<file path="config.mk">
export PLATFORM = sky130hd
export DESIGN_NAME = crc_checked_command_frame_parser
export DESIGN_NICKNAME = d
export VERILOG_FILES = /design/src/hw/rtl/crccf_pkg.sv /design/src/hw/rtl/crc_checked_command_frame_parser.sv /design/src/hw/rtl/crccf_ctrl.sv /design/src/hw/rtl/crccf_datapath.sv
export SDC_FILE = /design/constraint.sdc
export NUM_CORES = 1
export LEC_CHECK = 0
export BUFFER_PORTS_ARGS = -buffer_cell sky130_fd_sc_hd__buf_2
export CAP_MARGIN = 20
export CELL_PAD_IN_SITES_DETAIL_PLACEMENT = 0
export CELL_PAD_IN_SITES_GLOBAL_PLACEMENT = 1
export CORE_MARGIN = 5
export CORE_UTILIZATION = 35
export CTS_CLUSTER_DIAMETER = 30
export DETAILED_ROUTE_END_ITERATION = 8
export PLACE_DENSITY = 0.69
export RECOVER_POWER = 50
export SETUP_SLACK_MARGIN = 0.2
export SYNTH_ARGS = -nofsm -noshare
export SYNTH_HDL_FRONTEND = slang
export SYNTH_HIERARCHICAL = 1
export SYNTH_SLANG_ARGS = --single-unit
</file>
<file path="constraint.sdc">
create_clock -name clk -period 3.5 [get_ports clk]
set_input_delay 0.7 -clock clk [delete_from_list [all_inputs] [get_ports clk]]
set_output_delay 0.7 -clock clk [all_outputs]
set_load 0.005 [all_outputs]
</file>
<file path="src/hw/rtl/crccf_pkg.sv">
// shared types, character codes and the crc-8 step for the command frame parser
// used by crccf_ctrl, crccf_datapath and the top level
`timescale 1ns / 1ps

package crccf_pkg;

  localparam logic [7:0] CRC_POLY       = 8'h8C;
  localparam logic [7:0] FRAME_END_INIT = 8'd59;

  localparam logic [7:0] CH_NUL    = 8'h00;
  localparam logic [7:0] CH_TAB    = 8'h09;
  localparam logic [7:0] CH_CR     = 8'h0D;
  localparam logic [7:0] CH_SPACE  = 8'h20;
  localparam logic [7:0] CH_LPAREN = 8'h28;
  localparam logic [7:0] CH_RPAREN = 8'h29;
  localparam logic [7:0] CH_PLUS   = 8'h2B;
  localparam logic [7:0] CH_COMMA  = 8'h2C;
  localparam logic [7:0] CH_MINUS  = 8'h2D;
  localparam logic [7:0] CH_ZERO   = 8'h30;
  localparam logic [7:0] CH_NINE   = 8'h39;
  localparam logic [7:0] CH_SEMI   = 8'h3B;

  localparam logic KIND_HEADER = 1'b0;
  localparam logic KIND_ARG    = 1'b1;

  localparam logic [5:0] TOKEN_MAX = 6'd63;

  typedef enum logic [1:0] {
    ST_RECV,
    ST_CLOSE,
    ST_SEND
  } ctrl_state_t;

  typedef enum logic [1:0] {
    PH_LEAD,
    PH_DIGITS,
    PH_DONE
  } num_phase_t;

  typedef struct packed {
    logic byte_en;
    logic close_en;
    logic emit_start;
    logic emit_next;
  } dp_cmd_t;

  typedef struct packed {
    logic frame_done;
    logic emit_last;
  } dp_status_t;

  typedef struct packed {
    logic               kind;
    logic               crc_ok;
    logic [7:0]         computed_crc;
    logic [7:0]         received_crc;
    logic [63:0]        command_name;
    logic [5:0]         name_length;
    logic [2:0]         arg_count;
    logic               args_dropped;
    logic [2:0]         arg_index;
    logic signed [15:0] arg_value;
    logic               last;
  } result_t;

  // reflected crc-8, one byte, lsb first
  function automatic logic [7:0] crc8_update(input logic [7:0] crc_in, input logic [7:0] data);
    logic [7:0] crc;
    logic       mix;
    crc = crc_in;
    for (int k = 0; k < 8; k++) begin
      mix = crc[0] ^ data[k];
      crc = {1'b0, crc[7:1]};
      if (mix) begin
        crc = crc ^ CRC_POLY;
      end
    end
    return crc;
  endfunction

endpackage

</file>
<file path="src/hw/rtl/crc_checked_command_frame_parser.sv">
// Command frame parser with crc-8 check.
// Input stream s_axis: one received byte per word. The first byte of a frame is
// the check byte; later bytes run through the crc and the tokenizer until the
// byte equal to the frame_end register (reset 59). The user must write it
// via cfg_we/cfg_wdata only while the block is idle; the block does not enforce it.
// Output stream m_axis: at each terminator one header word (tuser 0), then one
// word per kept argument (tuser 1) if the check passes; tlast marks the final word.
// Throughput: one byte per cycle while a frame is being received. After the
// terminator is taken the controller closes the last token in ST_CLOSE, then
// presents the header in ST_SEND; each further result word follows once the
// current one is taken with m_axis_tready high, and s_axis_tready is low from
// the terminator on until the last result word is taken.
// A receiver stall simply holds the current result word and the input side.
// A frame longer than FRAME_BYTES drops the next byte and restarts at the byte
// after it. Reset clears the parser and returns frame_end to 59.
// depends on crccf_pkg, crccf_ctrl and crccf_datapath
`timescale 1ns / 1ps

module crc_checked_command_frame_parser #(
  parameter int FRAME_BYTES = 64,
  parameter int ARG_SLOTS   = 8,
  parameter int NAME_CHARS  = 8
) (
  input  logic         clk,
  input  logic         rst,
  input  logic         cfg_we,
  input  logic [7:0]   cfg_wdata,      // frame_end
  input  logic         s_axis_tvalid,
  output logic         s_axis_tready,
  input  logic [7:0]   s_axis_tdata,   // rx_byte
  output logic         m_axis_tvalid,
  input  logic         m_axis_tready,
  // crc_ok[0], computed_crc[8:1], received_crc[16:9], command_name[80:17],
  // name_length[86:81], arg_count[89:87], args_dropped[90], arg_index[93:91],
  // arg_value[109:94], zero pad[111:110]
  output logic [111:0] m_axis_tdata,
  output logic         m_axis_tuser,   // kind
  output logic         m_axis_tlast    // last
);
  import crccf_pkg::*;

  dp_cmd_t    cmd;
  dp_status_t status;
  result_t    result;

  crccf_ctrl u_ctrl (
    .clk           (clk),
    .rst           (rst),
    .s_axis_tvalid (s_axis_tvalid),
    .s_axis_tready (s_axis_tready),
    .m_axis_tvalid (m_axis_tvalid),
    .m_axis_tready (m_axis_tready),
    .status        (status),
    .cmd           (cmd)
  );

  crccf_datapath #(
    .FRAME_BYTES (FRAME_BYTES),
    .ARG_SLOTS   (ARG_SLOTS),
    .NAME_CHARS  (NAME_CHARS)
  ) u_datapath (
    .clk       (clk),
    .rst       (rst),
    .cfg_we    (cfg_we),
    .cfg_wdata (cfg_wdata),
    .rx_byte   (s_axis_tdata),
    .cmd       (cmd),
    .status    (status),
    .result    (result)
  );

  assign m_axis_tdata = {2'b00, result.arg_value, result.arg_index, result.args_dropped,
                         result.arg_count, result.name_length, result.command_name,
                         result.received_crc, result.computed_crc, result.crc_ok};
  assign m_axis_tuser = result.kind;
  assign m_axis_tlast = result.last;

endmodule

</file>
<file path="src/hw/rtl/crccf_ctrl.sv">
// controller state machine: receive bytes, close the last token, send results
// depends on crccf_pkg for the state and command/status types
`timescale 1ns / 1ps

module crccf_ctrl (
  input  logic                 clk,
  input  logic                 rst,
  input  logic                 s_axis_tvalid,
  output logic                 s_axis_tready,
  output logic                 m_axis_tvalid,
  input  logic                 m_axis_tready,
  input  crccf_pkg::dp_status_t status,
  output crccf_pkg::dp_cmd_t    cmd
);
  import crccf_pkg::*;

  ctrl_state_t state, state_next;

  always_ff @(posedge clk) begin
    if (rst) begin
      state <= ST_RECV;
    end else begin
      state <= state_next;
    end
  end

  always_comb begin
    state_next    = state;
    s_axis_tready = 1'b0;
    m_axis_tvalid = 1'b0;
    cmd           = '0;
    case (state)
      ST_RECV: begin
        s_axis_tready = 1'b1;
        if (s_axis_tvalid) begin
          cmd.byte_en = 1'b1;
          if (status.frame_done) begin
            state_next = ST_CLOSE;
          end
        end
      end
      ST_CLOSE: begin
        // terminator may have been part of an open token
        cmd.close_en   = 1'b1;
        cmd.emit_start = 1'b1;
        state_next     = ST_SEND;
      end
      ST_SEND: begin
        m_axis_tvalid = 1'b1;
        if (m_axis_tready) begin
          if (status.emit_last) begin
            state_next = ST_RECV;
          end else begin
            cmd.emit_next = 1'b1;
          end
        end
      end
      default: begin
        state_next = ST_RECV;
      end
    endcase
  end

endmodule

</file>
<file path="src/hw/rtl/crccf_datapath.sv">
// datapath: frame counter, crc, tokenizer, number reader, argument store, result mux
// depends on crccf_pkg; driven by crccf_ctrl through dp_cmd_t
`timescale 1ns / 1ps

module crccf_datapath #(
  parameter int FRAME_BYTES = 64,
  parameter int ARG_SLOTS   = 8,
  parameter int NAME_CHARS  = 8
) (
  input  logic                  clk,
  input  logic                  rst,
  input  logic                  cfg_we,
  input  logic [7:0]            cfg_wdata,
  input  logic [7:0]            rx_byte,
  input  crccf_pkg::dp_cmd_t    cmd,
  output crccf_pkg::dp_status_t status,
  output crccf_pkg::result_t    result
);
  import crccf_pkg::*;

  localparam int FCW        = $clog2(FRAME_BYTES + 1);
  localparam int SLOTS_USED = ARG_SLOTS - 1;
  localparam int AIW        = (SLOTS_USED > 1) ? $clog2(SLOTS_USED) : 1;

  logic [7:0]        frame_end;
  logic [FCW-1:0]    frame_count, frame_count_next;
  logic [7:0]        check_byte, check_byte_next;
  logic [7:0]        crc_running, crc_running_next;
  logic [5:0]        token_number, token_number_next;
  logic              inside_token, inside_token_next;
  logic              text_stopped, text_stopped_next;
  logic [63:0]       name_store, name_store_next;
  logic [5:0]        name_len, name_len_next;
  logic [15:0]       number_accum, number_accum_next;
  num_phase_t        number_phase, number_phase_next;
  logic              number_negative, number_negative_next;
  logic              dropped_flag, dropped_flag_next;
  logic [5:0]        emit_idx, emit_idx_next;
  logic [15:0]       arg_store [SLOTS_USED];
  logic [15:0]       arg_rd;

  logic              ovf, is_term, is_digit, is_space, is_delim, close_req;
  logic [3:0]        digit;
  logic [5:0]        tok_eff;
  logic [15:0]       acc_eff;
  num_phase_t        ph_eff;
  logic              wr_en;
  logic [5:0]        wr_idx6, tok_less1, arg_cnt;
  logic [15:0]       wr_data;
  logic              crc_ok;

  assign ovf      = frame_count >= FCW'(FRAME_BYTES);
  assign is_term  = rx_byte == frame_end;
  assign is_digit = rx_byte inside {[CH_ZERO:CH_NINE]};
  assign is_space = rx_byte inside {[CH_TAB:CH_CR], CH_SPACE};
  assign is_delim = rx_byte inside {CH_SPACE, CH_COMMA, CH_LPAREN, CH_RPAREN, CH_SEMI};
  assign digit    = rx_byte[3:0];

  assign status.frame_done = !ovf && is_term;

  always_comb begin
    frame_count_next     = frame_count;
    check_byte_next      = check_byte;
    crc_running_next     = crc_running;
    token_number_next    = token_number;
    inside_token_next    = inside_token;
    text_stopped_next    = text_stopped;
    name_store_next      = name_store;
    name_len_next        = name_len;
    number_accum_next    = number_accum;
    number_phase_next    = number_phase;
    number_negative_next = number_negative;
    dropped_flag_next    = dropped_flag;
    close_req            = 1'b0;
    tok_eff              = token_number;
    acc_eff              = number_accum;
    ph_eff               = number_phase;

    if (cmd.byte_en) begin
      if (ovf) begin
        // byte dropped, next byte opens a new frame
        frame_count_next = '0;
      end else if (frame_count == '0) begin
        check_byte_next      = rx_byte;
        crc_running_next     = '0;
        token_number_next    = '0;
        inside_token_next    = 1'b0;
        text_stopped_next    = 1'b0;
        name_store_next      = '0;
        name_len_next        = '0;
        number_accum_next    = '0;
        number_phase_next    = PH_LEAD;
        number_negative_next = 1'b0;
        dropped_flag_next    = 1'b0;
        frame_count_next     = is_term ? '0 : FCW'(1);
      end else begin
        crc_running_next = crc8_update(crc_running, rx_byte);
        frame_count_next = is_term ? '0 : frame_count + FCW'(1);
        if (!text_stopped) begin
          if (rx_byte == CH_NUL) begin
            close_req         = 1'b1;
            text_stopped_next = 1'b1;
          end else if (is_delim) begin
            close_req = 1'b1;
          end else begin
            if (!inside_token) begin
              inside_token_next    = 1'b1;
              if (token_number < TOKEN_MAX) begin
                tok_eff = token_number + 6'd1;
              end
              acc_eff              = '0;
              ph_eff               = PH_LEAD;
              number_negative_next = 1'b0;
            end
            token_number_next = tok_eff;
            number_accum_next = acc_eff;
            number_phase_next = ph_eff;
            if (tok_eff == 6'd1) begin
              if (name_len < 6'(NAME_CHARS)) begin
                name_store_next = name_store | (64'(rx_byte) << {name_len[2:0], 3'b000});
              end
              if (name_len < TOKEN_MAX) begin
                name_len_next = name_len + 6'd1;
              end
            end else begin
              case (ph_eff)
                PH_LEAD: begin
                  if (is_space) begin
                    number_phase_next = PH_LEAD;
                  end else if (rx_byte == CH_PLUS) begin
                    number_phase_next = PH_DIGITS;
                  end else if (rx_byte == CH_MINUS) begin
                    number_negative_next = 1'b1;
                    number_phase_next    = PH_DIGITS;
                  end else if (is_digit) begin
                    number_accum_next = 16'(digit);
                    number_phase_next = PH_DIGITS;
                  end else begin
                    number_phase_next = PH_DONE;
                  end
                end
                PH_DIGITS: begin
                  if (is_digit) begin
                    // times ten as two shifts
                    number_accum_next = (acc_eff << 3) + (acc_eff << 1) + 16'(digit);
                  end else begin
                    number_phase_next = PH_DONE;
                  end
                end
                default: begin
                  number_phase_next = ph_eff;
                end
              endcase
            end
          end
        end
      end
    end

    if (cmd.close_en) begin
      close_req = 1'b1;
    end

    // token close: store the argument or flag it as dropped
    tok_less1 = token_number - 6'd1;
    wr_idx6   = token_number - 6'd2;
    wr_data   = number_negative ? (16'd0 - number_accum) : number_accum;
    wr_en     = 1'b0;
    if (close_req) begin
      inside_token_next = 1'b0;
      if (inside_token && token_number >= 6'd2) begin
        if (tok_less1 <= 6'(SLOTS_USED)) begin
          wr_en = 1'b1;
        end else begin
          dropped_flag_next = 1'b1;
        end
      end
    end
  end

  always_comb begin
    emit_idx_next = emit_idx;
    if (cmd.emit_start) begin
      emit_idx_next = '0;
    end else if (cmd.emit_next) begin
      emit_idx_next = emit_idx + 6'd1;
    end
  end

  always_ff @(posedge clk) begin
    if (rst) begin
      frame_end       <= FRAME_END_INIT;
      frame_count     <= '0;
      check_byte      <= '0;
      crc_running     <= '0;
      token_number    <= '0;
      inside_token    <= 1'b0;
      text_stopped    <= 1'b0;
      name_store      <= '0;
      name_len        <= '0;
      number_accum    <= '0;
      number_phase    <= PH_LEAD;
      number_negative <= 1'b0;
      dropped_flag    <= 1'b0;
      emit_idx        <= '0;
    end else begin
      if (cfg_we) begin
        frame_end <= cfg_wdata;
      end
      frame_count     <= frame_count_next;
      check_byte      <= check_byte_next;
      crc_running     <= crc_running_next;
      token_number    <= token_number_next;
      inside_token    <= inside_token_next;
      text_stopped    <= text_stopped_next;
      name_store      <= name_store_next;
      name_len        <= name_len_next;
      number_accum    <= number_accum_next;
      number_phase    <= number_phase_next;
      number_negative <= number_negative_next;
      dropped_flag    <= dropped_flag_next;
      emit_idx        <= emit_idx_next;
    end
  end

  always_ff @(posedge clk) begin
    if (wr_en) begin
      arg_store[wr_idx6[AIW-1:0]] <= wr_data;
    end
    // fetch the slot of the argument word that comes next
    if (cmd.emit_next) begin
      arg_rd <= arg_store[emit_idx[AIW-1:0]];
    end
  end

  // result selection
  assign crc_ok  = crc_running == check_byte;
  assign arg_cnt = (crc_ok && token_number >= 6'd2)
                   ? ((tok_less1 > 6'(SLOTS_USED)) ? 6'(SLOTS_USED) : tok_less1)
                   : 6'd0;
  assign status.emit_last = emit_idx == arg_cnt;

  always_comb begin
    result      = '0;
    result.last = emit_idx == arg_cnt;
    if (emit_idx == 6'd0) begin
      result.kind         = KIND_HEADER;
      result.crc_ok       = crc_ok;
      result.computed_crc = crc_running;
      result.received_crc = check_byte;
      if (crc_ok) begin
        result.command_name = name_store;
        result.name_length  = name_len;
        result.arg_count    = arg_cnt[2:0];
        result.args_dropped = dropped_flag;
      end
    end else begin
      result.kind      = KIND_ARG;
      result.arg_index = emit_idx[2:0];
      result.arg_value = arg_rd;
    end
  end

endmodule

</file>
# == Word-level counts from Yosys, hierarchy flattened ==
# Memory sizes are Yosys's and may differ from the RTL's. A register that Yosys moved wholly into a read port is not among the register bits.
# Index checks and enable logic that the tools add are counted.
# classes
add_sub_neg,9
magnitude_cmp,11
eq_ne,21
shifts,1
n_mux,149
bitwise,18
reduce_logical,24
# op_table
operator,count
$mux W64,6
$mux W16,18
$mux W8,30
$mux W6,20
$mux W91,1
$mux W74,1
$or A64 B64 Y64,1
$shl A8 B6 Y64,1
$eq A8 B6 Y1 const B,7
$mux W1,44
$mux W2,22
$pmux W16 S2,1
$not A2 Y3,8
$mux W7,3
$mux W19,1
$add A6 B1 Y6 const B,3
$add A16 B16 Y16,1
$add A16 B4 Y16,1
$eq A8 B8 Y1,2
$sub A1 B16 Y16 const A,1
$reduce_and A7 Y1,2
$lt A6 B6 Y1 const B,2
$ne A2 B2 Y1 const B,6
$ge A8 B4 Y1 const B,1
33 further kinds,50
# word_totals
ff_bits,137
ram_bits,112
inputBits,21
output_inout_bits,116
word_cells,249
memories,1
# memory_table
memory,depth,width,read_ports,rd_clocked_by_memory_dff,write_ports,line,source
u_datapath.arg_store,7,16,1,1,1,crccf_datapath.sv:39,logic [15:0] arg_store [SLOTS_USED];

# == Logic depth before layout (Yosys ltp) ==
# Gate-level depths: netlist (run 1).
# depth
depth_word,38
mapped_depth,15
mapped_depth_nobuf,13

# == Modules after synthesis ==
# Netlist (run 1), hierarchy kept.
# modules_own_cells
mod,instances,cells_each,area_per_inst_um2,seq_area_each_um2
crccf_datapath,1,1235,12788.5,6546.3
crccf_ctrl,1,12,102.6,40.0
crc_checked_command_frame_parser,1,3,18.8,0.0

# == Worst setup path before layout (run 1) ==
# Ideal clock, no wire load.
# synth_path
path_kind,register to register
startpoint,reg u_datapath.token_number[0]
endpoint,reg u_datapath.emit_idx[5]
setup_time_ns,0.070
t_arrival_ns,3.802
t_required_ns,3.430
path_slack_ns,-0.372
stages_incl_launch_ff,16
path_buffers,2
period_less_slack_ns,3.872
cell_sequence,dfxtp_1 > clkbuf_1 > inv_1 > ha_1 > nor2_1 > o22ai_1 > a221oi_1 > o21ai_0 > a22oi_1 > or3_1 > a211oi_1 > buf_4 > and3b_1 > nand4_1 > or3_1 > a21oi_1
# synth_lines
item,line,source
from (decl),crccf_datapath.sv:29,"logic [5:0] token_number, token_number_next;"
from (signal assigned),crccf_datapath.sv:213,token_number <= token_number_next;
to (signal assigned),crccf_datapath.sv:222,emit_idx <= emit_idx_next;
to (decl),crccf_datapath.sv:38,"logic [5:0] emit_idx, emit_idx_next;"

# == Final worst setup path (run 1) ==
# layout_path
startpoint,reg u_datapath.token_number[2]
endpoint,out m_axis_tlast
# layout_via
elab_chain_cells,5
elab_cells_between_ends,7
cone_classes,1 x add/sub; 2 x order compare; 1 x eq/ne; 2 x mux; 1 x reduce/logical
# layout_rtl
item,line,source
$sub A6 B1 Y6,crccf_datapath.sv:165,tok_less1 = token_number - 6'd1;
$gt A6 B3 Y1,crccf_datapath.sv:239,? ((tok_less1 > 6'(SLOTS_USED)) ? 6'(SLOTS_USED) : tok_less1)
$mux W6,crccf_datapath.sv:239,
$mux W6 (*),crccf_datapath.sv:239,
$eq A6 B6 Y1 (*),crccf_datapath.sv:245,result.last = emit_idx == arg_cnt;
to (decl),crc_checked_command_frame_parser.sv:38,output logic m_axis_tlast
# Mark *: on every way between the ends. The rest lies on a longest branch, timed or not.

==> results.yml, run 1 <==
power:
  p_int_mw: 7.60
  p_per_area_nw_per_um2: 590
  max-vdd-ir-drop_v: 0.000379
  power_mw: 9.76
  p_sw_mw: 2.16
  swShare: 0.221
  p_clk_frac: 0.601
  power_frac_comb: 0.062
  p_leak_nw: 6.80
  seqPwrFrac: 0.338
critical_path:
  crit_path_top_delay_cell: "or4_4"
  cp_max_fo: 5
  required_ps: 2800
  cpPeakStageDelay_ps: 520
  worstPathArrival_ps: 2790
  crit_path_start_kind: "register"
  crit_type: "register to primary output"
  cp_cell_sequence: "or4_4, a221oi_4, and2_4, a22oi_2, or3_1, a211oi_2, buf_2"
  rr_worst_depth: 16
  endpoint_kind: "primary output"
final_layout:
  fillerInstances: 3426
  final_cell_area_um2: 16500
  antennaDiodeCount: 0
  final_cell_mix: "147 x nor2_1, 130 x buf_2, 130 x dfxtp_1"
  fin_cells: 1947
  layout.nets: 1487
  layout_commonest_cell: "nor2_1"
  drive_above_1_share: 0.237
  syn_to_final_growth_pct: 28.2
routing:
  finalWirelength_um: 34600
  first_pass_iters: 5
  vias: 9925
  vias_per_cell: 5.10
  drt-initial-drc-count: 568
  avgRoutedWirePerCell_um: 17.8
  ant_nets: 0
  drc: 0
timing:
  rsz0062_at_grt: "true"
  finalClockSkew_ps: 35.5
  drv_slew: 35
  max_slew_margin: -0.0984
  setup_viol: 0
  worst_slew_pin_slew_ps: 1650
  setup_tns_ps: 0
  timing_hold_violations_final: 0
  max_freq_mhz: 287
  min_period_ps: 3490
  fin_crit_sh: 0.997
synthesis:
  post_synth.cell_area_avg_um2: 10.3
  synth_seq_cells: 265
  syn_area_um2: 12900
  yosysSeqAreaShare: 0.510
  async_flop_share: 0
  synth-edff-count: 128
  synth_flop_cell: "dfxtp_1"
  yosysUniqueCellTypes: 69
  yosysWarnings: 6
  synth_cells: 1250
clock_network:
  insertion_delay_ps: 590
  path_clk_slew_ps: 50
  clkSinkCount: 265
  cts_buffer_depth: 3
  holdBufCountCts: 0
  cts-buffers-inserted: 58
  cts-root-buf: "clkbuf_16"
  htree_levels: 2
  cts_tree: "built"
grt:
  grt_use_total: 0.167
  grt_pass1_vias: 9992
  overflow: 0
  grt_antenna_before_repair: 0
  grt_max_degree: 50
  grt_pass1_wl_um: 55400
hold_path:
  holdPathStages: 3
  hold_path.class: "input pin to register"
floorplan:
  core_um2: 36500
  rows: 70
  ios: 137
  start_util: 0.353
  die_y_um: 202
  die_area_um2: 40800
  die_w_um: 202
run:
  maxCapViolCount: 1
placement:
  postPlaceCellArea_um2: 14200
  gp_congestion: 0.837
  hpwlAfterDp_um: 22900
  place_inst: 1824
  port-buffer-count: 134
status:
  violations: "capacitance limit, slew limit"
  outcome: "finished, violations left"
## cell type report
cell class,instances,area (µm²),area share
Clock buffer,70,1560,0.0941
Inverter,21,83.8,0.00507
Tap cell,468,586,0.0354
Multi-Input combinational cell,886,6010,0.363
Sequential cell,265,6600,0.399
Clock inverter,39,581,0.0351
Timing Repair Buffer,198,1130,0.0683
## power groups by stage
stage / clock network, mW / logic, mW / registers [mW]
6_report: 5.86 / 0.605 / 3.29
5_1_grt: 6.15 / 0.665 / 3.29
4_1_cts: 5.97 / 0.601 / 3.29
3_5_place_dp: 0 / 0.554 / 3.35
3_3_place_gp: 0 / 0.551 / 3.35
2_1_floorplan: 0 / 0.379 / 3.34
## worst paths after layout
kind / start / to / slack, ps
worst min-delay path: cfg_wdata[1] / u_datapath/frame_end[1]$_SDFFE_PP1P_ / 350
worst max register to register: u_datapath/token_number[1]$_SDFFE_PP0P_ / u_datapath/emit_idx[5]$_SDFFE_PP0P_ / 390
worst max-delay path: u_datapath/token_number[2]$_SDFFE_PP0P_ / m_axis_tlast / 10
worst min register to register: u_datapath/name_store[10]$_SDFFE_PP0P_ / u_datapath/name_store[10]$_SDFFE_PP0P_ / 460
## logic make-up (layout without fill, tap and decap cells)
family                   Yosys count  count (layout)  share of synthesized area
AO/OA/AOI/OAI                    233             233                      0.115
XOR/XNOR                          77              77                     0.0522
adder cells (fa/ha/maj)           36              36                     0.0355
buffers and inverters            103             328                     0.0345
flip-flops                       265             265                      0.510
multiplexers                      66              66                     0.0682
other                              1               2                   0.000290
AND/OR/NAND/NOR                  469             472                      0.184
## registers in the layout (all words and copies together) (netlist names)
name,count
u_datapath/emit_idx,6
u_datapath/name_len,6
u_datapath/inside_token,1
u_datapath/number_phase,2
u_datapath/crc_running,8
u_datapath/dropped_flag,1
u_datapath/text_stopped,1
u_datapath/frame_end,8
u_datapath/name_store,64
u_datapath/frame_count,7
u_datapath/arg_store,112
u_datapath/arg_rd,16
u_datapath/number_accum,16
u_datapath/token_number,6
u_datapath/number_negative,1
u_datapath/check_byte,8
u_ctrl/state,2
## worst max-delay path: cells and delay by family, from the launching register on
kind / cells / cell delay [ps]
compound gates: 3 / 640
buf+inv: 1 / 160
flops: 1 / 350
simple gates: 3 / 1070
## layer usage
layer  up-vias  global-route usage  share of wire
li1       4825                   -              -
met1      4795               0.229           0.46
met2       261               0.261           0.46
met3        44              0.0408          0.058
met4         0              0.0542          0.017
met5         -                   0              0
## cell usage after synthesis (32+ instances only)
master | number | area share
dfxtp_1 | 137 | 0.21
nand2_1 | 85 | 0.025
o21ai_0 | 41 | 0.016
xnor2_1 | 51 | 0.035
nor2_1 | 148 | 0.043
clkbuf_1 | 63 | 0.018
edfxtp_1 | 128 | 0.30
a31oi_1 | 32 | 0.016
mux2i_1 | 34 | 0.026
ha_1 | 35 | 0.034
and2_1 | 124 | 0.060
a21oi_1 | 74 | 0.029
## repair_timing
action / CTS / global route
cloned: 2 / 1
setup endpoints to repair: 74 / 35
gates resized for setup: 23 / 10
pin swaps: 7 / 9
setup buffers: 10 / 1
## through the flow
step / hold WS (ps) / setup WS (ps) / utilization
2_1_floorplan: 428 / 168 / -
3_3_place_gp: 441 / 49.9 / 0.390
3_5_place_dp: 448 / 88.4 / 0.390
4_1_cts: 318 / 0.935 / 0.453
5_1_grt: 337 / -118 / 0.453
6_report: 349 / 11.9 / 0.453
(Power assumes the default switching activity.)
==> run 2: changes to the inputs <==
--- a/config.mk
+++ b/config.mk
@@ -9,11 +9,10 @@
 export CAP_MARGIN = 20
 export CELL_PAD_IN_SITES_DETAIL_PLACEMENT = 0
 export CELL_PAD_IN_SITES_GLOBAL_PLACEMENT = 1
-export CORE_MARGIN = 5
-export CORE_UTILIZATION = 35
+export CORE_UTILIZATION = 30
 export CTS_CLUSTER_DIAMETER = 30
 export DETAILED_ROUTE_END_ITERATION = 8
-export PLACE_DENSITY = 0.69
+export PLACE_DENSITY = 0.62
 export RECOVER_POWER = 50
 export SETUP_SLACK_MARGIN = 0.2
 export SYNTH_ARGS = -nofsm -noshare
==> run 2 against run 1 <==
Against the previous run:
- the flow still finishes with violations (capacitance limit, slew limit)
- routed wire length is 5.1% higher
- total power fell by 2.0%
- register-to-register slack worse by 40 ps
- combinational power increased by 45%
- die area is 7.4% higher
- critical path type unchanged
==> results.yml, run 2 (synthesis gave the netlist of run 1 again) <==
placement:
  gp_congestion: 0.813
  port-buffer-count: 134
  dpl_worst_slack_ps: 54.3
  postPlaceCellArea_um2: 14300
  place_inst: 1893
  hpwlAfterDp_um: 23100
timing:
  finalClockSkew_ps: 30.9
  drv_slew: 33
  timing_hold_violations_final: 0
  setup_ws_ps: 6.60
  setup_tns_ps: 0
  max_freq_mhz: 286
  max_slew_margin: -0.0102
  rsz0062_at_grt: "true"
  fin_crit_sh: 0.998
  setup_viol: 0
  min_period_ps: 3490
  worst_slew_pin_slew_ps: 1520
grt:
  grt_antenna_before_repair: 1
  overflow: 0
  grt_max_degree: 70
  grt_use_total: 0.162
  grt_pass1_vias: 9787
  grt_pass1_wl_um: 55800
routing:
  first_pass_iters: 5
  avgRoutedWirePerCell_um: 17.9
  vias_per_cell: 4.92
  drc: 0
  drt-initial-drc-count: 585
  vias: 9996
  ant_nets: 0
  finalWirelength_um: 36300
power:
  power_frac_comb: 0.092
  seqPwrFrac: 0.345
  p_sw_mw: 2.33
  p_leak_nw: 6.91
  p_int_mw: 7.24
  max-vdd-ir-drop_v: 0.000364
  power_mw: 9.57
  swShare: 0.244
  p_clk_frac: 0.563
  p_per_area_nw_per_um2: 559
critical_path:
  crit_path_top_delay_cell: "or4_4"
  cpPeakStageDelay_ps: 540
  crit_path_start_kind: "register"
  endpoint_kind: "primary output"
  required_ps: 2800
  crit_type: "register to primary output"
  worstPathArrival_ps: 2790
  cp_cell_sequence: "or4_4, a221oi_4, and2_4, a22oi_1, or3_1, a211oi_2, buf_2"
  cp_max_fo: 4
floorplan:
  ios: 137
  core_um2: 42200
  die_area_um2: 43900
  rows: 75
  die_w_um: 209
  die_y_um: 209
  start_util: 0.306
final_layout:
  fin_cells: 2030
  drive_above_1_share: 0.273
  final_cell_mix: "147 x nor2_1, 128 x edfxtp_1, 124 x dfxtp_1"
  syn_to_final_growth_pct: 32.6
  largest_reg_flops: 112
  final_cell_area_um2: 17100
  layout_commonest_cell: "nor2_1"
  layout.nets: 1496
clock_network:
  cts_tree: "built"
  cts-root-buf: "clkbuf_16"
  clkSinkCount: 265
  htree_levels: 2
  cts-buffers-inserted: 60
  cts_buffer_depth: 3
  path_clk_slew_ps: 50
  holdBufCountCts: 0
  insertion_delay_ps: 600
run:
  maxCapViolCount: 1
status:
  outcome: "finished, violations left"
  violations: "capacitance limit, slew limit"
hold_path:
  hold_path.class: "input pin to register"
## run 2: power by group through the flow
stage	logic, mW	registers, mW	clock network, mW
2_1_floorplan	0.379	3.34	0
3_3_place_gp	0.572	3.36	0
3_5_place_dp	0.572	3.36	0
4_1_cts	0.700	3.30	5.49
5_1_grt	0.939	3.30	5.67
6_report	0.877	3.30	5.39
## run 2: final cells by class
type | count | area (µm²)
antenna | 1 | 2.50
clock buffer | 72 | 1600
clock inverter | 41 | 400
fill | 4160 | 25100
inverter | 21 | 85.1
multi-input combinational | 883 | 6080
sequential | 265 | 6610
tap | 539 | 674
timing repair buffer | 207 | 1660
timing repair inverter | 1 | 5.00
## run 2: worst paths after layout
path / startpoint / end / slack, ps / depth (start not counted)
setup / recovery: u_datapath/token_number[0]$_SDFFE_PP0P_ / m_axis_tlast / 7 / 7
hold / removal: cfg_wdata[0] / u_datapath/frame_end[0]$_SDFFE_PP1P_ / 340 / 3
setup reg to reg: u_datapath/token_number[1]$_SDFFE_PP0P_ / u_datapath/emit_idx[5]$_SDFFE_PP0P_ / 350 / 14
hold reg to reg: u_datapath/name_store[52]$_SDFFE_PP0P_ / u_datapath/name_store[52]$_SDFFE_PP0P_ / 460 / 2
## run 2: stage by stage
| stage | hold WS [ps] | utilization |
|---|---|---|
| floorplan | 428 | - |
| global placement | 440 | 0.340 |
| detailed placement | 449 | 0.340 |
| CTS | 311 | 0.392 |
| global route | 345 | 0.405 |
| finish | 340 | 0.405 |
## run 2: what timing repair did
action / in CTS / in global routing
setup endpoints to repair: 74 / 103
buffers inserted: 8 / 5
resized for setup: 18 / 105
pin swaps: 5 / 35
gates cloned: 4 / 6
## run 2: critical path, delay by kind of cell (launching register included)
| family | cells | cell delay [ps] |
|---|---|---|
| AO/OA/AOI/OAI | 3 | 650 |
| buffers and inverters | 1 | 150 |
| flip-flops | 1 | 330 |
| AND/OR/NAND/NOR | 3 | 1080 |
## run 2: layer usage
| layer | GRT usage | vias to the layer above | share of wire |
|---|---|---|---|
| li1 | - | 4843 | - |
| met1 | 0.222 | 4889 | 0.47 |
| met2 | 0.252 | 227 | 0.46 |
| met3 | 0.0373 | 37 | 0.052 |
| met4 | 0.0525 | 0 | 0.017 |
| met5 | 0 | - | 0 |
